==> config.mk <==
export PLATFORM = sky130hd
export DESIGN_NAME = two_set_union_intersection
export DESIGN_NICKNAME = d
export VERILOG_FILES = /design/src/rtl/sui_pkg.sv /design/src/rtl/sui_store.sv /design/src/rtl/two_set_union_intersection.sv
export SDC_FILE = /design/constraint.sdc
export NUM_CORES = 1
export LEC_CHECK = 0
export BUFFER_PORTS_ARGS = -buffer_cell sky130_fd_sc_hd__buf_4
export CAP_MARGIN = 10
export CORE_MARGIN = 5
export CORE_UTILIZATION = 45
export DETAILED_ROUTE_END_ITERATION = 6
export PLACE_DENSITY = 0.66
export SKIP_LAST_GASP = 1
export SYNTH_ARGS = -nofsm -noshare
export SYNTH_HDL_FRONTEND = slang
export SYNTH_SLANG_ARGS = --single-unit
==> constraint.sdc <==
create_clock -name clk -period 7.8 [get_ports clk]
set_clock_uncertainty 0.1 [all_clocks]
set_input_delay 0.39 -clock clk [delete_from_list [all_inputs] [get_ports clk]]
set_output_delay 0.39 -clock clk [all_outputs]
set_load 0.01 [all_outputs]
==> src/rtl/sui_pkg.sv <==
// shared types, codes and microcode for the two-set union/intersection unit
// no dependencies; used by sui_store and two_set_union_intersection
package sui_pkg;

    localparam int SET_CAPACITY_DEF = 8;
    localparam int DATA_W = 32;
    localparam int PC_W = 4;

    typedef logic signed [DATA_W-1:0] data_t;

    // input commands
    localparam logic [1:0] CMD_LOAD_A  = 2'd0;
    localparam logic [1:0] CMD_LOAD_B  = 2'd1;
    localparam logic [1:0] CMD_COMPUTE = 2'd2;

    // result kinds
    localparam logic [2:0] KIND_LOAD  = 3'd0;
    localparam logic [2:0] KIND_INTER = 3'd1;
    localparam logic [2:0] KIND_UNION = 3'd2;
    localparam logic [2:0] KIND_AMB   = 3'd3;
    localparam logic [2:0] KIND_BMA   = 3'd4;

    // load status codes
    localparam logic [1:0] ST_OK   = 2'd0;
    localparam logic [1:0] ST_DUP  = 2'd1;
    localparam logic [1:0] ST_FULL = 2'd2;

    // program addresses
    localparam logic [PC_W-1:0] PC_WAIT    = 4'd0;
    localparam logic [PC_W-1:0] PC_LOAD    = 4'd1;
    localparam logic [PC_W-1:0] PC_COMP    = 4'd2;
    localparam logic [PC_W-1:0] PC_INTER_C = 4'd3;
    localparam logic [PC_W-1:0] PC_UNION_A = 4'd4;
    localparam logic [PC_W-1:0] PC_UNION_B = 4'd5;
    localparam logic [PC_W-1:0] PC_UNION_C = 4'd6;
    localparam logic [PC_W-1:0] PC_AMB     = 4'd7;
    localparam logic [PC_W-1:0] PC_AMB_C   = 4'd8;
    localparam logic [PC_W-1:0] PC_BMA     = 4'd9;
    localparam logic [PC_W-1:0] PC_BMA_C   = 4'd10;

    typedef enum logic [1:0] {
        OP_WAIT,
        OP_LSCAN,
        OP_FILT,
        OP_CLOSE
    } op_t;

    typedef enum logic [1:0] {
        OTH_A,
        OTH_B,
        OTH_NONE
    } oth_t;

    typedef struct packed {
        op_t             op;
        logic [2:0]      kind;
        logic            src_b;
        oth_t            oth;
        logic            want_in;
        logic            fin;
        logic [PC_W-1:0] next;
    } uword_t;

    typedef struct packed {
        logic wr_en;
        logic wr_sel_b;
        logic clr;
    } sto_ctrl_t;

    function automatic uword_t ucode(input logic [PC_W-1:0] pc);
        uword_t w;
        begin
            w = '0;
            w.oth = OTH_NONE;
            unique case (pc)
                PC_WAIT: begin
                    w.op = OP_WAIT;
                    w.next = PC_COMP;
                end
                PC_LOAD: begin
                    w.op = OP_LSCAN;
                    w.next = PC_WAIT;
                end
                PC_COMP: begin
                    w.op = OP_FILT; w.kind = KIND_INTER; w.src_b = 1'b0;
                    w.oth = OTH_B; w.want_in = 1'b1; w.next = PC_INTER_C;
                end
                PC_INTER_C: begin
                    w.op = OP_CLOSE; w.kind = KIND_INTER; w.next = PC_UNION_A;
                end
                PC_UNION_A: begin
                    w.op = OP_FILT; w.kind = KIND_UNION; w.src_b = 1'b0;
                    w.oth = OTH_NONE; w.want_in = 1'b0; w.next = PC_UNION_B;
                end
                PC_UNION_B: begin
                    w.op = OP_FILT; w.kind = KIND_UNION; w.src_b = 1'b1;
                    w.oth = OTH_A; w.want_in = 1'b0; w.next = PC_UNION_C;
                end
                PC_UNION_C: begin
                    w.op = OP_CLOSE; w.kind = KIND_UNION; w.next = PC_AMB;
                end
                PC_AMB: begin
                    w.op = OP_FILT; w.kind = KIND_AMB; w.src_b = 1'b0;
                    w.oth = OTH_B; w.want_in = 1'b0; w.next = PC_AMB_C;
                end
                PC_AMB_C: begin
                    w.op = OP_CLOSE; w.kind = KIND_AMB; w.next = PC_BMA;
                end
                PC_BMA: begin
                    w.op = OP_FILT; w.kind = KIND_BMA; w.src_b = 1'b1;
                    w.oth = OTH_A; w.want_in = 1'b0; w.next = PC_BMA_C;
                end
                PC_BMA_C: begin
                    w.op = OP_CLOSE; w.kind = KIND_BMA; w.fin = 1'b1;
                    w.next = PC_WAIT;
                end
                default: begin
                    w.op = OP_WAIT;
                    w.next = PC_WAIT;
                end
            endcase
            return w;
        end
    endfunction

endpackage

==> src/rtl/sui_store.sv <==
// element stores and fill counts for sets A and B
// depends on sui_pkg; one read port per set, append-at-count write
module sui_store #(
    parameter int CAP = sui_pkg::SET_CAPACITY_DEF,
    parameter int IDX_W = (CAP > 1) ? $clog2(CAP) : 1,
    parameter int CNT_W = $clog2(CAP + 1)
) (
    input  logic                 clk,
    input  logic                 rst_n,
    input  sui_pkg::sto_ctrl_t   ctrl,
    input  sui_pkg::data_t       wr_data,
    input  logic [IDX_W-1:0]     addr_a,
    input  logic [IDX_W-1:0]     addr_b,
    output sui_pkg::data_t       rd_a,
    output sui_pkg::data_t       rd_b,
    output logic [CNT_W-1:0]     cnt_a,
    output logic [CNT_W-1:0]     cnt_b
);

    sui_pkg::data_t   mem_a [CAP];
    sui_pkg::data_t   mem_b [CAP];
    logic [CNT_W-1:0] cnt_a_reg;
    logic [CNT_W-1:0] cnt_b_reg;
    logic [CNT_W-1:0] cnt_a_next;
    logic [CNT_W-1:0] cnt_b_next;

    always_comb
    begin
        cnt_a_next = cnt_a_reg;
        cnt_b_next = cnt_b_reg;
        if (ctrl.clr)
        begin
            cnt_a_next = '0;
            cnt_b_next = '0;
        end
        else if (ctrl.wr_en && !ctrl.wr_sel_b)
        begin
            cnt_a_next = cnt_a_reg + 1'b1;
        end
        else if (ctrl.wr_en && ctrl.wr_sel_b)
        begin
            cnt_b_next = cnt_b_reg + 1'b1;
        end
    end

    always_ff @(posedge clk or negedge rst_n)
    begin
        if (!rst_n)
        begin
            cnt_a_reg <= '0;
            cnt_b_reg <= '0;
        end
        else
        begin
            cnt_a_reg <= cnt_a_next;
            cnt_b_reg <= cnt_b_next;
        end
    end

    // appends go to the slot at the current count
    always_ff @(posedge clk)
    begin
        if (ctrl.wr_en && !ctrl.clr && !ctrl.wr_sel_b)
        begin
            mem_a[cnt_a_reg[IDX_W-1:0]] <= wr_data;
        end
        if (ctrl.wr_en && !ctrl.clr && ctrl.wr_sel_b)
        begin
            mem_b[cnt_b_reg[IDX_W-1:0]] <= wr_data;
        end
    end

    assign rd_a  = mem_a[addr_a];
    assign rd_b  = mem_b[addr_b];
    assign cnt_a = cnt_a_reg;
    assign cnt_b = cnt_b_reg;

endmodule

==> src/rtl/two_set_union_intersection.sv <==
// top level of the two-set union/intersection unit: microcoded sequencer
// depends on sui_pkg (microcode, codes, types) and sui_store (set storage)
//
// Loads into set A or B check the target set for a duplicate before their
// result is given: the duplicate check compares one stored element per cycle.
// A compute transaction runs five filter passes and four list closes from a
// microcode table; each element of the scanned set is compared against the
// elements of the other set, and a compute also waits while the result side
// stalls. One list element is held back so that the final element of each
// list carries list_last. Commands are taken one at a time; the next
// transaction is accepted while the last result still waits in the output
// register.
module two_set_union_intersection #(
    parameter int SET_CAPACITY = sui_pkg::SET_CAPACITY_DEF
) (
    input  logic                 clk,
    input  logic                 rst_n,
    input  logic                 item_valid,
    output logic                 item_ready,
    input  logic [1:0]           cmd,
    input  logic signed [31:0]   value,
    output logic                 res_valid,
    input  logic                 res_ready,
    output logic [2:0]           kind,
    output logic [1:0]           status,
    output logic                 present,
    output logic signed [31:0]   value_res,
    output logic                 list_last,
    output logic                 last
);

    localparam int IDX_W = (SET_CAPACITY > 1) ? $clog2(SET_CAPACITY) : 1;
    localparam int CNT_W = $clog2(SET_CAPACITY + 1);
    localparam logic [CNT_W-1:0] CAP_CNT = CNT_W'(SET_CAPACITY);

    sui_pkg::uword_t    uw;
    sui_pkg::sto_ctrl_t sto;

    logic [sui_pkg::PC_W-1:0] pc_reg, pc_next;
    logic [CNT_W-1:0]         i_reg, i_next;
    logic [CNT_W-1:0]         j_reg, j_next;
    logic                     tgt_b_reg, tgt_b_next;
    sui_pkg::data_t           val_reg, val_next;
    logic                     pend_valid_reg, pend_valid_next;
    logic [2:0]               pend_kind_reg, pend_kind_next;
    sui_pkg::data_t           pend_val_reg, pend_val_next;
    logic                     out_valid_reg, out_valid_next;
    logic [2:0]               out_kind_reg, out_kind_next;
    logic [1:0]               out_status_reg, out_status_next;
    logic                     out_present_reg, out_present_next;
    sui_pkg::data_t           out_val_reg, out_val_next;
    logic                     out_ll_reg, out_ll_next;
    logic                     out_last_reg, out_last_next;

    logic             src_b;
    logic [IDX_W-1:0] addr_a, addr_b;
    sui_pkg::data_t   rd_a, rd_b;
    logic [CNT_W-1:0] cnt_a, cnt_b;
    sui_pkg::data_t   src_val, oth_val, tgt_val;
    logic [CNT_W-1:0] scnt, ocnt, tcnt;
    logic             out_free;
    logic             hit;
    logic             close_fire;

    sui_store #(
        .CAP   (SET_CAPACITY),
        .IDX_W (IDX_W),
        .CNT_W (CNT_W)
    ) u_store (
        .clk     (clk),
        .rst_n   (rst_n),
        .ctrl    (sto),
        .wr_data (val_reg),
        .addr_a  (addr_a),
        .addr_b  (addr_b),
        .rd_a    (rd_a),
        .rd_b    (rd_b),
        .cnt_a   (cnt_a),
        .cnt_b   (cnt_b)
    );

    // datapath selection driven by the current control word
    always_comb
    begin
        uw     = sui_pkg::ucode(pc_reg);
        src_b  = (uw.op == sui_pkg::OP_LSCAN) ? tgt_b_reg : uw.src_b;
        addr_a = (uw.op == sui_pkg::OP_FILT && !src_b) ? i_reg[IDX_W-1:0]
                                                       : j_reg[IDX_W-1:0];
        addr_b = (uw.op == sui_pkg::OP_FILT && src_b) ? i_reg[IDX_W-1:0]
                                                      : j_reg[IDX_W-1:0];
        src_val = src_b ? rd_b : rd_a;
        oth_val = src_b ? rd_a : rd_b;
        tgt_val = tgt_b_reg ? rd_b : rd_a;
        scnt    = src_b ? cnt_b : cnt_a;
        tcnt    = tgt_b_reg ? cnt_b : cnt_a;
        case (uw.oth)
            sui_pkg::OTH_A: ocnt = cnt_a;
            sui_pkg::OTH_B: ocnt = cnt_b;
            default:        ocnt = '0;
        endcase
        hit      = (j_reg < ocnt);
        out_free = !out_valid_reg || res_ready;
    end

    always_comb
    begin
        pc_next          = pc_reg;
        i_next           = i_reg;
        j_next           = j_reg;
        tgt_b_next       = tgt_b_reg;
        val_next         = val_reg;
        pend_valid_next  = pend_valid_reg;
        pend_kind_next   = pend_kind_reg;
        pend_val_next    = pend_val_reg;
        out_valid_next   = out_valid_reg;
        out_kind_next    = out_kind_reg;
        out_status_next  = out_status_reg;
        out_present_next = out_present_reg;
        out_val_next     = out_val_reg;
        out_ll_next      = out_ll_reg;
        out_last_next    = out_last_reg;
        sto              = '0;
        item_ready       = (uw.op == sui_pkg::OP_WAIT);
        close_fire       = 1'b0;

        if (out_valid_reg && res_ready)
        begin
            out_valid_next = 1'b0;
        end

        unique case (uw.op)
            sui_pkg::OP_WAIT:
            begin
                if (item_valid)
                begin
                    i_next = '0;
                    j_next = '0;
                    case (cmd)
                        sui_pkg::CMD_LOAD_A, sui_pkg::CMD_LOAD_B:
                        begin
                            tgt_b_next = (cmd == sui_pkg::CMD_LOAD_B);
                            val_next   = value;
                            pc_next    = sui_pkg::PC_LOAD;
                        end
                        sui_pkg::CMD_COMPUTE:
                        begin
                            pc_next = uw.next;
                        end
                        default:
                        begin
                            pc_next = pc_reg;
                        end
                    endcase
                end
            end
            sui_pkg::OP_LSCAN:
            begin
                if (j_reg < tcnt && tgt_val != val_reg)
                begin
                    j_next = j_reg + 1'b1;
                end
                else if (out_free)
                begin
                    // duplicate check wins over the full check
                    if (j_reg < tcnt)
                    begin
                        out_status_next = sui_pkg::ST_DUP;
                    end
                    else if (tcnt >= CAP_CNT)
                    begin
                        out_status_next = sui_pkg::ST_FULL;
                    end
                    else
                    begin
                        out_status_next = sui_pkg::ST_OK;
                        sto.wr_en       = 1'b1;
                        sto.wr_sel_b    = tgt_b_reg;
                    end
                    out_valid_next   = 1'b1;
                    out_kind_next    = sui_pkg::KIND_LOAD;
                    out_present_next = 1'b0;
                    out_val_next     = '0;
                    out_ll_next      = 1'b1;
                    out_last_next    = 1'b1;
                    pc_next          = uw.next;
                end
            end
            sui_pkg::OP_FILT:
            begin
                if (i_reg >= scnt)
                begin
                    pc_next = uw.next;
                    i_next  = '0;
                    j_next  = '0;
                end
                else if (hit && src_val != oth_val)
                begin
                    j_next = j_reg + 1'b1;
                end
                else if (hit != uw.want_in)
                begin
                    i_next = i_reg + 1'b1;
                    j_next = '0;
                end
                else if (!pend_valid_reg || out_free)
                begin
                    // push the held element out, hold the new one
                    if (pend_valid_reg)
                    begin
                        out_valid_next   = 1'b1;
                        out_kind_next    = pend_kind_reg;
                        out_status_next  = sui_pkg::ST_OK;
                        out_present_next = 1'b1;
                        out_val_next     = pend_val_reg;
                        out_ll_next      = 1'b0;
                        out_last_next    = 1'b0;
                    end
                    pend_valid_next = 1'b1;
                    pend_kind_next  = uw.kind;
                    pend_val_next   = src_val;
                    i_next          = i_reg + 1'b1;
                    j_next          = '0;
                end
            end
            sui_pkg::OP_CLOSE:
            begin
                if (out_free)
                begin
                    close_fire       = 1'b1;
                    out_valid_next   = 1'b1;
                    out_kind_next    = uw.kind;
                    out_status_next  = sui_pkg::ST_OK;
                    out_present_next = pend_valid_reg;
                    out_val_next     = pend_valid_reg ? pend_val_reg : '0;
                    out_ll_next      = 1'b1;
                    out_last_next    = uw.fin;
                    pend_valid_next  = 1'b0;
                    sto.clr          = uw.fin;
                    pc_next          = uw.next;
                end
            end
            default:
            begin
                pc_next = sui_pkg::PC_WAIT;
            end
        endcase
    end

    always_ff @(posedge clk or negedge rst_n)
    begin
        if (!rst_n)
        begin
            pc_reg          <= sui_pkg::PC_WAIT;
            i_reg           <= '0;
            j_reg           <= '0;
            tgt_b_reg       <= 1'b0;
            val_reg         <= '0;
            pend_valid_reg  <= 1'b0;
            pend_kind_reg   <= '0;
            pend_val_reg    <= '0;
            out_valid_reg   <= 1'b0;
            out_kind_reg    <= '0;
            out_status_reg  <= '0;
            out_present_reg <= 1'b0;
            out_val_reg     <= '0;
            out_ll_reg      <= 1'b0;
            out_last_reg    <= 1'b0;
        end
        else
        begin
            pc_reg          <= pc_next;
            i_reg           <= i_next;
            j_reg           <= j_next;
            tgt_b_reg       <= tgt_b_next;
            val_reg         <= val_next;
            pend_valid_reg  <= pend_valid_next;
            pend_kind_reg   <= pend_kind_next;
            pend_val_reg    <= pend_val_next;
            out_valid_reg   <= out_valid_next;
            out_kind_reg    <= out_kind_next;
            out_status_reg  <= out_status_next;
            out_present_reg <= out_present_next;
            out_val_reg     <= out_val_next;
            out_ll_reg      <= out_ll_next;
            out_last_reg    <= out_last_next;
        end
    end

    assign res_valid = out_valid_reg;
    assign kind      = out_kind_reg;
    assign status    = out_status_reg;
    assign present   = out_present_reg;
    assign value_res = out_val_reg;
    assign list_last = out_ll_reg;
    assign last      = out_last_reg;

    // no element may be held back while waiting for a command
    a_pend_idle: assert property (@(posedge clk) disable iff (!rst_n)
        (uw.op == sui_pkg::OP_WAIT) |-> !pend_valid_reg)
        else $error("held element left over after compute");

    a_cnt_bound: assert property (@(posedge clk) disable iff (!rst_n)
        (cnt_a <= CAP_CNT) && (cnt_b <= CAP_CNT))
        else $error("set count beyond capacity");

    a_load_flags: assert property (@(posedge clk) disable iff (!rst_n)
        (out_valid_reg && out_kind_reg == sui_pkg::KIND_LOAD)
            |-> (out_ll_reg && out_last_reg && !out_present_reg))
        else $error("load status result with wrong flags");

    a_clear_after_fin: assert property (@(posedge clk) disable iff (!rst_n)
        (close_fire && uw.fin) |=> (cnt_a == '0 && cnt_b == '0))
        else $error("sets not cleared after compute");

    a_last_has_ll: assert property (@(posedge clk) disable iff (!rst_n)
        (out_valid_reg && out_last_reg) |-> out_ll_reg)
        else $error("final result of a transaction not closing its list");

endmodule
## After elaboration in Yosys (flattened, before gate mapping)

Memories as Yosys holds them, arrays and structs flattened.
Cells that the tools add are included.

- $add $sub $neg: 4
- $lt $le $gt $ge: 4
- Equal/unequal tests: 35
- Mux-type cells: 113
- Bitwise logic cells: 3
- Reduce and logical (&&, ||, !) cells: 44

Operators with widths:

| cell | count |
|---|---|
| $mux W32 | 12 |
| $pmux W32 S3 | 1 |
| $mux W4 | 21 |
| $ne A32 B32 Y1 | 2 |
| $mux W1 | 38 |
| $pmux W4 S9 | 1 |
| $mux W2 | 15 |
| $mux W3 | 10 |
| $pmux W4 S2 | 3 |
| $pmux W4 S3 | 2 |
| $add A4 B1 Y4 const B | 4 |
| $eq A4 B3 Y1 const B | 4 |
| $ne A2 B2 Y1 const B | 8 |
| $pmux W4 S4 | 1 |
| $eq A4 B4 Y1 const B | 3 |
| $pmux W1 S3 | 4 |
| $pmux W2 S3 | 2 |
| $pmux W3 S4 | 1 |
| $reduce_and A4 Y1 | 3 |
| $logic_and A1 B1 Y1 | 10 |
| $reduce_or A2 Y1 | 5 |
| $pmux W3 S3 | 1 |
| $reduce_and A9 Y1 | 1 |
| $eq A4 B2 Y1 const B | 2 |
| 28 further kinds | 49 |

- Register bits: 130
- Memory bits (writable): 512
- Bits of input ports: 38
- Word-level logic and storage cells: 222
- Memories: 2

Memory list:

| name | words | width | read ports | clocked after memory_dff | wr ports | RTL line | text |
|---|---|---|---|---|---|---|---|
| u_store.mem_a | 8 | 32 | 1 | 0 | 1 | sui_store.sv:20 | `sui_pkg::data_t mem_a [CAP];` |
| u_store.mem_b | 8 | 32 | 1 | 0 | 1 | sui_store.sv:21 | `sui_pkg::data_t mem_b [CAP];` |

## Longest topological paths before layout

Gate-level depths: netlist of the first run.
An unclocked memory read counts as a cell.

- Depth after elaboration: 18
- Gate-level depth with buffers: 27
- Depth with buffers taken out: 19

## Hierarchy

Synthesis of the first run repeated with hierarchy kept, for this count alone.

- Cells, all modules: 1,540
- Area, all modules: 27,471.3 µm²

Modules (own cells, without submodules):

| module | instances | cells an instance | area an instance (µm²) | sequential area each (µm²) |
|---|---|---|---|---|
| sui_store | 1 | 802 | 20,083.0 | 15,574.9 |
| two_set_union_intersection | 1 | 738 | 7,388.3 | 3,052.9 |

## Worst setup path before layout of the first run

OpenSTA, ideal clock, no wires.

- Kind: reg-to-reg
- Start: reg pc_reg[3] in the netlist's numbering
- End: reg out_kind_reg[1], in the netlist kind[1]
- Setup time: 128 ps
- Arrival time: 5,462 ps
- Path slack: 2,111 ps
- Stages on the path, launching flop included: 23
- Path buffers: 5
- Period minus slack after synthesis: 5,689 ps
- Path through: dfrtp_1 -> buf_4 -> clkbuf_1 -> nor2b_1 -> a21oi_1 -> nor2_1 -> a21oi_1 -> inv_1 -> ha_1 -> buf_2 -> o31ai_4 -> mux2i_2 -> buf_2 -> a211oi_1 -> or4_1 -> xnor2_1 -> nor4_1 -> nand3_1 -> o41ai_4 -> nor4b_4 -> o22a_2 -> buf_6 -> mux2_1

- Longest elaborated chain between the ends: 14
- Elaborated cells on any way between the ends: 57
- Classes of those cells: order compare (2); eq/ne (25); mux (13); reduce/logical (15); memory (2)

RTL lines:

| what | RTL line | text |
|---|---|---|
| start, declared | two_set_union_intersection.sv:39 | `logic [sui_pkg::PC_W-1:0] pc_reg, pc_next;` |
| start signal, assigned | two_set_union_intersection.sv:253 | `pc_reg <= sui_pkg::PC_WAIT;` |
| start signal, assigned | two_set_union_intersection.sv:271 | `pc_reg <= pc_next;` |
| $eq A4 B4 Y1, or another cell as far along | sui_pkg.sv:75 | `unique case (pc)` |
| $reduce_or A5 Y1 (no source line) / $reduce_or A4 Y1 (equally long branches) | - |  |
| $pmux W2 S3 | sui_pkg.sv:75 |  |
| $eq A2 B1 Y1 | two_set_union_intersection.sv:86, two_set_union_intersection.sv:131 |  |
| $mux W1 | two_set_union_intersection.sv:86 | `src_b = (uw.op == sui_pkg::OP_LSCAN) ? tgt_b_reg : uw.src_b;` |
| $logic_not A1 Y1 | two_set_union_intersection.sv:87 | `addr_a = (uw.op == sui_pkg::OP_FILT && !src_b) ? i_reg[IDX_W-1:0]` |
| $logic_and A1 B1 Y1 | two_set_union_intersection.sv:87 |  |
| $mux W3 | two_set_union_intersection.sv:87 |  |
| $mem_v2 Z8 W32 | - |  |
| $mux W32, on equally long branches | two_set_union_intersection.sv:91, two_set_union_intersection.sv:92, two_set_union_intersection.sv:93 |  |
| $ne A32 B32 Y1, on equally long branches | two_set_union_intersection.sv:196, two_set_union_intersection.sv:158 |  |
| $logic_and A1 B1 Y1, on equally long branches | two_set_union_intersection.sv:196, two_set_union_intersection.sv:158 |  |
| $ne A2 B2 Y1 (no source line) | - |  |
| $reduce_and A9 Y1 (no source line) | - |  |
| end signal, assigned | two_set_union_intersection.sv:280 | `out_kind_reg <= out_kind_next;` |
| end, declared | two_set_union_intersection.sv:48 | `logic [2:0] out_kind_reg, out_kind_next;` |

Several ways; a longest one is shown, not always the timed one. The select of a mux whose other input is x is not followed.
A chain may end at the register's enable or synchronous reset.

## Worst setup path after layout of the first run

- Start: reg pc_reg[2] in the netlist's numbering
- End: reg out_val_reg[24], in the netlist value_res[24]

- Longest elaborated chain between the ends: 14
- Elaborated cells on any way between the ends: 51
- Classes of those cells: order compare (2); eq/ne (25); mux (11); reduce/logical (11); memory (2)

RTL lines:

| what | RTL line | text |
|---|---|---|
| $eq A4 B4 Y1, or another cell as far along | sui_pkg.sv:75 |  |
| $reduce_or A5 Y1 (no source line) / $reduce_or A4 Y1 (equally long branches) | - |  |
| $pmux W2 S3 | sui_pkg.sv:75 |  |
| $eq A2 B1 Y1 | two_set_union_intersection.sv:86, two_set_union_intersection.sv:131 |  |
| $mux W1 | two_set_union_intersection.sv:86 |  |
| $logic_not A1 Y1 | two_set_union_intersection.sv:87 |  |
| $logic_and A1 B1 Y1 | two_set_union_intersection.sv:87 |  |
| $mux W3 | two_set_union_intersection.sv:87 |  |
| $mem_v2 Z8 W32 | - |  |
| $mux W32, on equally long branches | two_set_union_intersection.sv:91, two_set_union_intersection.sv:92, two_set_union_intersection.sv:93 |  |
| $ne A32 B32 Y1, on equally long branches | two_set_union_intersection.sv:196, two_set_union_intersection.sv:158 |  |
| $logic_and A1 B1 Y1, on equally long branches | two_set_union_intersection.sv:196, two_set_union_intersection.sv:158 |  |
| $ne A2 B2 Y1 (no source line) | - |  |
| $reduce_and A9 Y1 (no source line) | - |  |
| end signal, assigned | two_set_union_intersection.sv:283 | `out_val_reg <= out_val_next;` |
| end, declared | two_set_union_intersection.sv:51 | `sui_pkg::data_t out_val_reg, out_val_next;` |

Several ways; a longest one is shown, not always the timed one.

==> metrics.txt, run 1 <==
status finished clean; Final GP Congestion 0.897; Max transition margin 0.312; Fillers 5301; # DRC 0; final slew viol count 0; via density per instance approximately 6.0; minimum clock period after layout 7.32 ns; drt pass-1 iters 6; register-to-register setup slack 0.48 ns; DP HPWL 49900 um; Synth async-reset ratio 0.202; layout cells sized above 1 0.189; Worst Setup Start Kind register; most frequent cell after synthesis edfxtp_1; mux contribution to synthesized area 0.0979; post-synthesis adder-cell area fraction 0.00859; clock-pin slew on the worst setup and hold paths 0.06 ns; hold path start cmd[1]; Yosys Warn Count 0; area leader, netlist edfxtp_1; Syn Area/Cell ~14 sq um; xor-xnor portion of the synthesized cell area 0.0304; routed len/inst 25.7 um; gr ovfl total 0; post-synth cell types 89; area occupied by multi-input gates approximately 9700 sq um; DRT iter0 DRCs about 2000; syn nets ~2100; Final TNS setup 0 ns; RR Startpoint pc_reg[2]$_DFFE_PN0P_; antenna violations before repair 3; slew at the pin closest to its max-slew limit 1.03 ns; maxcap violations 0; Worst EP required between 8 and 9 ns; Area contributors post-synth edfxtp_1 53%, dfrtp_1 11%, mux2i_1 4.2%; FP Rows between 90 and 100; Mapped Cells approximately 2000; root buf cell clkbuf_16; Final Hold Viols 0; dpl cells approximately 2900; initial core utilization 0.454; via count 18500; leakage roughly 12 nW; all-layer global routing usage 0.222; FF/Latch Area roughly 19000 sq um; highest clock rate 0.137 GHz; largest net degree at the start of global routing 70; first-pass GRT wire length around 120000 um; die area 69900 sq um; largest family of logic cells by synthesized area compound AO/OA/AOI/OAI gates; reg2reg path depth 20; Hold EP pc_reg[1]$_DFFE_PN0P_; Pwr Density 379 nW/um^2; Synth-to-Final Area Change 15.1%; Final ANT Viol Nets 0; die height approximately 260 um; Mapped Area roughly 29000 sq um; reg2reg end value_res[24]$_DFFE_PN0P_; Hold Path Stages 3; Die X approximately 260 um; Final Power roughly 13 mW; count of final setup violators 0; sequential share of the synthesized area 0.639; CTS tree done; worst slack, placed roughly 0.57 ns; clk sinks between 600 and 700; Compound-Gate Fraction of Synth Area 0.106; I/O pin count 80; CP endpoint kind register; ys flop type edfxtp_1; Num CTS Buffers 68; fin util 0.522; worst setup margin between 0.4 and 0.5 ns; Post-CTS Resized 0; core area 64200 sq um; number of synthesized flops with an enable pin around 500; Clock Latency Late Sink 0.61 ns; Max H-tree Level 3; #FFs+latches synth between 600 and 700; VDD IR-drop max about 0.00020 V; final cell count without fillers ~3000; min-delay worst type input port to register; RSZ-0062 raised after global routing no; arrival time worst endpoint 7.74 ns; top post-synthesis cells by count 512 x edfxtp_1, 139 x a211oi_1, 130 x dfrtp_1, 121 x mux2i_1, 115 x and3_1; Post-Route WL between 70000 and 80000 um; final period utilization 0.938; number of global-route vias before repair ~18000; clk buf depth 3; Yosys top cell area share 0.528; Final Net Count ~2200; critical-path maximum fanout 64; Post-Synth Simple-Gate Area 0.0848; worst setup path class register to register; Port-buffer cells 79
power by group:
group / switching, mW / total, mW / internal, mW
Sequential: 0.587 / 5.03 / 4.44
Combinational: 2.75 / 4.47 / 1.72
Clock: 1.32 / 3.21 / 1.88
Total: 4.66 / 12.7 / 8.04
area by class of cell:
| class | count | area share |
|---|---|---|
| Sequential cell | 642 | 0.555 |
| Multi-Input combinational cell | 1199 | 0.291 |
| Inverter | 66 | 0.00739 |
| Timing Repair Buffer | 198 | 0.0492 |
| Tap cell | 855 | 0.0319 |
| Clock buffer | 97 | 0.0571 |
| Clock inverter | 26 | 0.00836 |
| Antenna cell | 2 | 0.000149 |
cells in the final DEF, fill, tap and decap left out, drive strengths merged, types with 47 or more instances in the layout:
cell / netlist / layout
buf: 65 / 164
mux2i: 123 / 123
mux2: 59 / 59
and3: 115 / 115
edfxtp: 512 / 512
nor2: 94 / 94
a21oi: 47 / 47
xnor2: 68 / 68
a211oi: 142 / 142
dfrtp: 130 / 130
clkbuf: 77 / 97
o21ai: 49 / 49
nand2: 114 / 114
inv: 66 / 70
critical path: stages, from the launching register on:
cell,delay [ns]
dfrtp_1,0.49
nor2b_1,0.21
a21oi_1,0.19
nor2_1,0.06
a21oi_1,0.32
inv_1,0.17
ha_1,0.45
nor4bb_1,0.65
a2bb2oi_4,0.30
nand2_4,0.18
buf_12,0.28
a211oi_1,0.12
or4_1,0.69
xnor2_1,0.28
nor4_1,0.63
nand3_1,0.31
o41ai_4,0.49
nor4b_4,0.30
o22a_2,0.48
buf_4,0.26
mux2i_1,0.21
kinds of logic after synthesis:
family                   after synthesis
multiplexers                         224
adder cells (fa/ha/maj)               20
flip-flops                           642
XOR/XNOR                              98
buffers and inverters                208
AND/OR/NAND/NOR                      461
AO/OA/AOI/OAI                        396
worst max path at each step:
stage | from | endpoint | slack [ns] | cells past startpoint
global placement | pc_reg[2]$_DFFE_PN0P_ | value_res[3]$_DFFE_PN0P_ | 0.76 | 20
finish | pc_reg[2]$_DFFE_PN0P_ | value_res[24]$_DFFE_PN0P_ | 0.48 | 20
floorplan | pc_reg[3]$_DFFE_PN0P_ | kind[1]$_DFFE_PN0P_ | 2.11 | 22
global route | pc_reg[2]$_DFFE_PN0P_ | value_res[3]$_DFFE_PN0P_ | 0.12 | 20
CTS | pc_reg[2]$_DFFE_PN0P_ | value_res[24]$_DFFE_PN0P_ | 0.48 | 20
detailed placement | pc_reg[2]$_DFFE_PN0P_ | value_res[3]$_DFFE_PN0P_ | 0.57 | 20
stage by stage:
| stage | hold slack (ns) | cell area, sq um |
|---|---|---|
| finish | 0.131 | 33500 |
| global route | 0.151 | 33500 |
| CTS | 0.0959 | 33500 |
| detailed placement | 0.340 | 31000 |
| global placement | 0.336 | 31000 |
| floorplan | -0.00559 | 29100 |
repair_timing:
action / in CTS / in global routing
hold buffers: 34 / 0
buffers inserted: 0 / 0
hold endpoints to repair: 94 / 0
metal layers:
| metal | vias to the layer above | wire, um | global-route usage |
|---|---|---|---|
| li1 | 8190 | - | - |
| met1 | 9308 | 32500 | 0.307 |
| met2 | 829 | 37900 | 0.358 |
| met3 | 131 | 6530 | 0.0407 |
| met4 | 0 | 2430 | 0.0759 |
| met5 | - | 0 | 0 |
Note: power is estimated with default switching activity, not from simulation.
==> inputs of run 2 (changes only) <==
--- a/config.mk
+++ b/config.mk
@@ -15,3 +15,4 @@
 export SYNTH_ARGS = -nofsm -noshare
 export SYNTH_HDL_FRONTEND = slang
+export SYNTH_HIERARCHICAL = 1
 export SYNTH_SLANG_ARGS = --single-unit
==> constraint.sdc (replaced) <==
create_clock -name clk -period 7.8 [get_ports clk]
set_clock_uncertainty 0.1 [all_clocks]
set_input_delay 1.56 -clock clk [delete_from_list [all_inputs] [get_ports clk]]
set_output_delay 1.56 -clock clk [all_outputs]
set_load 0.01 [all_outputs]
==> run 2 against run 1 <==
- global-route usage fell by 3.8 points
- first-iteration DRC count down 43%
- count of clock-buffer cells in the layout decreased by 1
- sequential cell count did not move
- synthesized area shrank 5.7%
- clock power is 2% lower
- cell area decreased by 6.7%
- via count decreased by 23%
- sequential power hardly changed
- die area fell by 5.5%
- largest power group unchanged
- highest routed layer unchanged
==> metrics.txt, run 2 <==
min-delay worst type register to register; Num CTS Buffers 67 (-1.5%); fin util 0.518 (-0.00382); arrival time worst endpoint 7.74 ns (about the same); final period utilization 0.946 (+0.00796); ys flop type edfxtp_1; Synth async-reset ratio 0.202 (unchanged); I/O pin count 80 (unchanged); Synth-to-Final Area Change 13.9%; crit path cell chain nand2_1 > inv_1 > o21ai_0 > o31ai_1 > buf_4 > ha_1 > mux2_2 > nand2_1 > mux2_4 > buf_4 > mux4_2 > mux2_4 > mux2i_1 > xnor2_1 > nor4_1 > nand4_1 > nor2_1 > o21bai_2 > buf_4 > or3_4 > mux2_4; mux contribution to synthesized area 0.191 (+0.0935); Final Net Count 1705 (-24%); Mapped Area 27500 sq um (-5.7%); most common cell after layout, fill and taps aside edfxtp_1; count of final setup violators 0 (unchanged); Final TNS setup 0 ns (unchanged); Compound-Gate Fraction of Synth Area 0.0401 (-0.0658); DP HPWL 36100 um (-28%); maxcap violations 0 (unchanged); routed len/inst 24.7 um (-4.2%); CTS tree done; Post-Route WL 61200 um (-23%); Max transition margin 0.233 (-0.0794); most frequent cells in the layout 512 x edfxtp_1, 129 x dfrtp_1, 119 x buf_4, 99 x nand2_1, 77 x mux2i_1; die area 66100 sq um (-5.5%); Final GP Congestion 0.776 (-13%); Pwr Density 360 nW/um^2 (-4.9%); initial core utilization 0.455 (+0.00160); area occupied by multi-input gates 8470 sq um (-13%); Syn Area/Cell 17.8 sq um (+25%); die height 257 um (-2.8%); Post-Synth Simple-Gate Area 0.0387 (-0.0461); xor-xnor portion of the synthesized cell area 0.0226 (-0.00777); all-layer global routing usage 0.184 (-0.0379); number of synthesized flops with an enable pin 512 (unchanged); area leader, netlist edfxtp_1; clk sinks 642 (unchanged); final slew viol count 0 (unchanged); critical-path maximum fanout 39 (-39%); minimum clock period after layout 7.38 ns (+0.0621 ns); ant diodes 0 (-2); Worst Setup Start Kind register; syn nets 1598 (-24%); Yosys Warn Count 6 (+6); Mapped Cells 1540 (-25%); gr ovfl total 0 (unchanged); Max H-tree Level 3 (unchanged); Clock Latency Late Sink 0.59 ns (-0.02 ns); number of global-route vias before repair 14500 (-21%); most frequent cell after synthesis edfxtp_1; Area contributors post-synth edfxtp_1 56%, dfrtp_1 12%, mux4_2 5.9%; CP endpoint kind register; root buf cell clkbuf_16; worst setup path class register to register; # Post-CTS Setup Buffers 0 (unchanged); post-synth cell types 65 (-27%); slew at the pin closest to its max-slew limit 1.15 ns (+0.118 ns); Final Power 11.3 mW (-11%); VDD IR-drop max 0.000289 V (+45%); via count 14100 (-23%); Final Hold Viols 0 (unchanged); # DRC 0 (unchanged); clk buf depth 3 (unchanged); core area 60400 sq um (-6.0%); post-synthesis adder-cell area fraction 0.00911 (+0.000519); Die X 257 um (-2.8%); Critical path buffers and inverters 4 (+1); CP max stage cell dfrtp_1; #FFs+latches synth 642 (unchanged); dpl cells 2360 (-19%); sequential share of the synthesized area 0.678 (+0.0386); Port-buffer cells 79 (unchanged); status finished clean; top post-synthesis cells by count 512 x edfxtp_1, 130 x dfrtp_1, 99 x nand2_1, 77 x mux2i_1; final cell count without fillers 2481 (-20%); slowest stage delay, CP 0.70 ns (about the same); leakage 10.8 nW (-10%); RSZ-0062 raised after global routing no; Worst EP required 8.16 ns (-0.06 ns); drt pass-1 iters 5 (-1); DRT iter0 DRCs 1155 (-43%); FF/Latch Area 18600 sq um (about the same); layout cells sized above 1 0.263 (+0.0735); Fillers 4885 (-7.8%); Final ANT Viol Nets 0 (unchanged); clock-pin slew on the worst setup and hold paths 0.06 ns (about the same); highest clock rate 0.135 GHz (-0.84%); via density per instance 5.69 (-4.9%); largest family of logic cells by synthesized area multiplexers; largest net degree at the start of global routing 88 (+26%); first-pass GRT wire length 92400 um (-22%); Yosys top cell area share 0.560 (+0.0319); antenna violations before repair 0 (-3); FP Rows 90 (-3.2%); Worst path top cell family by delay simple AND/OR/NAND/NOR gates; WHS 0.382 ns (+0.251 ns)
[run 2: cell count changes in the layout (fill, tap and decap cells not counted), sizes merged, moves of 34 or more]
cell	previous run	this run
nor2	94	42
mux2	59	111
dlygate4sd3	34	0
inv	70	14
mux2i	123	77
and3	115	2
o21ai	49	84
mux4	42	128
buf	164	124
a211oi	142	1
[run 2: cell type report]
| cell class | instances | share of cell area |
|---|---|---|
| clock buffer | 96 | 0.0627 |
| clock inverter | 25 | 0.00728 |
| inverter | 12 | 0.00144 |
| multi-input combinational | 800 | 0.271 |
| sequential | 642 | 0.595 |
| tap | 782 | 0.0313 |
| timing repair buffer | 124 | 0.0315 |
[run 2: final timing paths]
path	slack (ns)	end	start	cells after the start
min reg2reg	0.38	pend_val_reg[28]$_DFFE_PN0P_	pend_val_reg[28]$_DFFE_PN0P_	2
max	0.42	last$_DFFE_PN0P_	pc_reg[1]$_DFFE_PN0P_	21
max in group asynchronous	5.20	tgt_b_reg$_DFFE_PN0P_	rst_n	2
max reg2reg	0.42	last$_DFFE_PN0P_	pc_reg[1]$_DFFE_PN0P_	21
min in group asynchronous	0.83	val_reg[10]$_DFFE_PN0P_	rst_n	1
min	0.38	pend_val_reg[28]$_DFFE_PN0P_	pend_val_reg[28]$_DFFE_PN0P_	2
[run 2: report_power, final]
part           switching [mW]  internal [mW]  total [mW]
combinational            1.83           1.29        3.12
clock                    1.27           1.88        3.15
sequential              0.569           4.44        5.01
[run 2: repair_timing]
action	in CTS	in global routing
hold buffers	0	0
gates resized for setup	0	1
endpoints found under the setup margin	0	41
[run 2: layer usage]
layer / vias to the layer above / track usage / wire length (um)
li1: 6330 / - / -
met1: 7330 / 0.261 / 26800
met2: 379 / 0.294 / 29500
met3: 82 / 0.0396 / 3610
met4: 0 / 0.0489 / 1310
met5: - / 0 / 0
[run 2: cells by family (layout without fill, tap and decap cells)]
kind of cell / Yosys count / count (layout)
flops: 642 / 642
mux: 316 / 316
simple gates: 223 / 223
compound gates: 171 / 171
buf+inv: 98 / 257
xor+xnor: 70 / 70
fa+ha+maj: 20 / 20
[run 2: worst register-to-register path, cell delays in order (launching register included)]
cell and delay [ns]:
dfrtp_1 0.70, nand2_1 0.15, inv_1 0.10, o21ai_0 0.07, o31ai_1 0.10, buf_4 0.21, ha_1 0.34, mux2_2 0.41
nand2_1 0.26, mux2_4 0.55, buf_4 0.43, mux4_2 0.38, mux2_4 0.31, mux2i_1 0.18, xnor2_1 0.09, nor4_1 0.65
nand4_1 0.17, nor2_1 0.65, o21bai_2 0.13, buf_4 0.27, or3_4 0.63, mux2_4 0.37
[run 2: metrics by stage]
step	worst slack, ns	cell area (sq um)
after global routing	0.0483	31300
after CTS	0.189	31300
final	0.419	31300
after floorplan	1.51	27500
after global placement	0.276	29100
after detailed placement	0.196	29100
==> inputs of run 3 (changes only) <==
Settings changed: REMOVE_ABC_BUFFERS set to 1.
==> run 3 against run 2 <==
- wire length increased by 7.3%
- combinational power increased by 5%
- die area unchanged
- count of clock-buffer cells in the layout decreased by 4
- first-iteration DRC count increased by 34%
- register-to-register slack got worse by 0.03 ns
- critical path type unchanged
- highest routed layer unchanged
==> metrics.txt, run 3 (same netlist as run 2, synthesis figures left out) <==
Max H-tree Level 3 (unchanged); CP max stage cell dfrtp_1; Port-buffer cells 79 (unchanged); maxcap violations 0 (unchanged); Post-CTS Resized 0 (unchanged); Worst path top cell family by delay simple AND/OR/NAND/NOR gates; slew at the pin closest to its max-slew limit 1.14 ns (-0.00759 ns); Final Net Count 1715 (+0.59%); CP endpoint kind register; Reg power frac 0.432 (-0.012); clock-pin slew on the worst setup and hold paths 0.06 ns (about the same); Pwr Density 368 nW/um^2 (+2.2%); final cell count without fillers 2489 (+0.32%); Final Cell Area 31600 sq um (+0.86%); CTS tree done; Max transition margin 0.237 (+0.00469); routed len/inst 26.4 um (+6.9%); cell mode on critical path mux2_2; # DRC 0 (unchanged); CTS hold repair buffers 0 (unchanged); clock share of power 0.287 (+0.007); highest clock rate 0.135 GHz (-0.37%); Final GP Congestion 0.811 (+4.4%); clk sinks 642 (unchanged); DRT iter0 DRCs 1542 (+34%); Worst Setup Start Kind register; Final ANT Viol Nets 0 (unchanged); via count 14500 (+2.8%); core area 60400 sq um (unchanged); slowest stage delay, CP 0.69 ns (about the same); # Post-CTS Setup Buffers 0 (unchanged); gr ovfl total 0 (unchanged); largest net degree at the start of global routing 94 (+6.8%); clk buf depth 3 (unchanged); DP HPWL 38300 um (+6.1%); root buf cell clkbuf_16; net switching power 3.82 mW (+4.0%); first-pass GRT wire length 97500 um (+5.5%); die area 66100 sq um (unchanged); Final TNS setup 0 ns (unchanged); area occupied by multi-input gates 8490 sq um (+0.27%); worst setup path class register to register; initial core utilization 0.455 (unchanged); layout cells sized above 1 0.271 (+0.00814); arrival time worst endpoint 7.79 ns (+0.05 ns); most frequent cells in the layout 512 x edfxtp_1, 129 x dfrtp_1, 127 x buf_4, 99 x nand2_1, 77 x mux2i_1; Worst EP required 8.18 ns (+0.02 ns); Clock Latency Late Sink 0.60 ns (about the same); status finished clean; die height 257 um (unchanged); most common cell after layout, fill and taps aside edfxtp_1; ant diodes 0 (unchanged); Num CTS Buffers 66 (-1.5%); Comb pwr share 0.281 (+0.005); Post-Route WL 65600 um (+7.3%); final slew viol count 0 (unchanged); dpl cells 2362 (+0.085%); FF/Latch Area 18600 sq um (unchanged); Critical path buffers and inverters 3 (-1); Final Hold Viols 0 (unchanged); final period utilization 0.950 (+0.00350); fin util 0.523 (+0.00446); Placed Area 29200 sq um (+0.27%); antenna violations before repair 0 (unchanged); VDD IR-drop max 0.000290 V (+0.41%); Fillers 4785 (-2.0%); via density per instance 5.83 (+2.5%); I/O pin count 80 (unchanged); Synth-to-Final Area Change 14.9%; min-delay worst type register to register; critical-path maximum fanout 36 (-7.7%); RSZ-0062 raised after global routing no; crit path cell chain nand2_1 > inv_1 > o21ai_0 > o31ai_1 > buf_4 > ha_1 > mux2_2 > nand2_1 > mux2_2 > buf_12 > mux4_2 > mux2_2 > mux2i_1 > xnor2_1 > nor4_1 > nand4_1 > nor2_1 > o21ai_0 > or3_1 > o31ai_1; number of global-route vias before repair 14800 (+2.3%); minimum clock period after layout 7.41 ns (+0.0273 ns); FP Rows 90 (unchanged); P_int 7.81 mW (+2.7%); all-layer global routing usage 0.197 (+0.0127); leakage 10.9 nW (+1.2%); Die X 257 um (unchanged); drt pass-1 iters 6 (+1); sw frac 0.328 (+0.00280); count of final setup violators 0 (unchanged)
## run 3: final cells by class
class                   instances  area share
flip-flops and latches        642       0.590
clock inverters                26      0.0127
repair buffers                135      0.0350
multi-input cells             800       0.269
clock buffers                  92      0.0607
inverters                      12     0.00143
well taps                     782      0.0310
## run 3: worst paths after layout
| path | endpoint | cells past startpoint | from | slack, ns |
|---|---|---|---|---|
| worst min-delay path | pend_val_reg[9]$_DFFE_PN0P_ | 2 | pend_val_reg[9]$_DFFE_PN0P_ | 0.38 |
| min in group asynchronous | val_reg[28]$_DFFE_PN0P_ | 1 | rst_n | 0.98 |
| max in group asynchronous | val_reg[7]$_DFFE_PN0P_ | 2 | rst_n | 5.40 |
| worst max register to register | pc_reg[2]$_DFFE_PN0P_ | 20 | pc_reg[1]$_DFFE_PN0P_ | 0.39 |
| worst max-delay path | pc_reg[2]$_DFFE_PN0P_ | 20 | pc_reg[1]$_DFFE_PN0P_ | 0.39 |
| worst min register to register | pend_val_reg[9]$_DFFE_PN0P_ | 2 | pend_val_reg[9]$_DFFE_PN0P_ | 0.38 |
## run 3: through the flow
stage | hold slack, ns | power [mW] | setup WS, ns
5_1_grt | 0.403 | 12.2 | 0.0102
3_3_place_gp | 0.366 | 8.24 | 0.378
6_report | 0.379 | 11.6 | 0.391
3_5_place_dp | 0.370 | 8.34 | 0.241
4_1_cts | 0.383 | 11.7 | 0.220
2_1_floorplan | 0.350 | 7.09 | -6.17
## run 3: worst register-to-register path, stage by stage, from the launching register on
cell and delay [ns]:
dfrtp_1 0.69, nand2_1 0.18, inv_1 0.10, o21ai_0 0.07, o31ai_1 0.10, buf_4 0.22
ha_1 0.34, mux2_2 0.52, nand2_1 0.30, mux2_2 0.62, buf_12 0.33, mux4_2 0.38
mux2_2 0.32, mux2i_1 0.18, xnor2_1 0.17, nor4_1 0.62, nand4_1 0.20, nor2_1 0.65
o21ai_0 0.49, or3_1 0.48, o31ai_1 0.24
## run 3: power groups by stage
stage                     Combinational (mW)  Sequential (mW)  Clock [mW]
after detailed placement                3.25             5.09           0
final                                   3.27             5.03        3.33
after CTS                               3.26             5.02        3.39
after global routing                    3.52             5.09        3.54
after global placement                  3.19             5.05           0
after floorplan                         2.17             4.92           0
## run 3: metal layers
layer,vias to the layer above,routed length (um),track usage
met5,-,0,0
met4,0,1750,0.0514
met3,103,4440,0.0430
met2,518,31500,0.317
met1,7548,27900,0.276
li1,6347,-,-
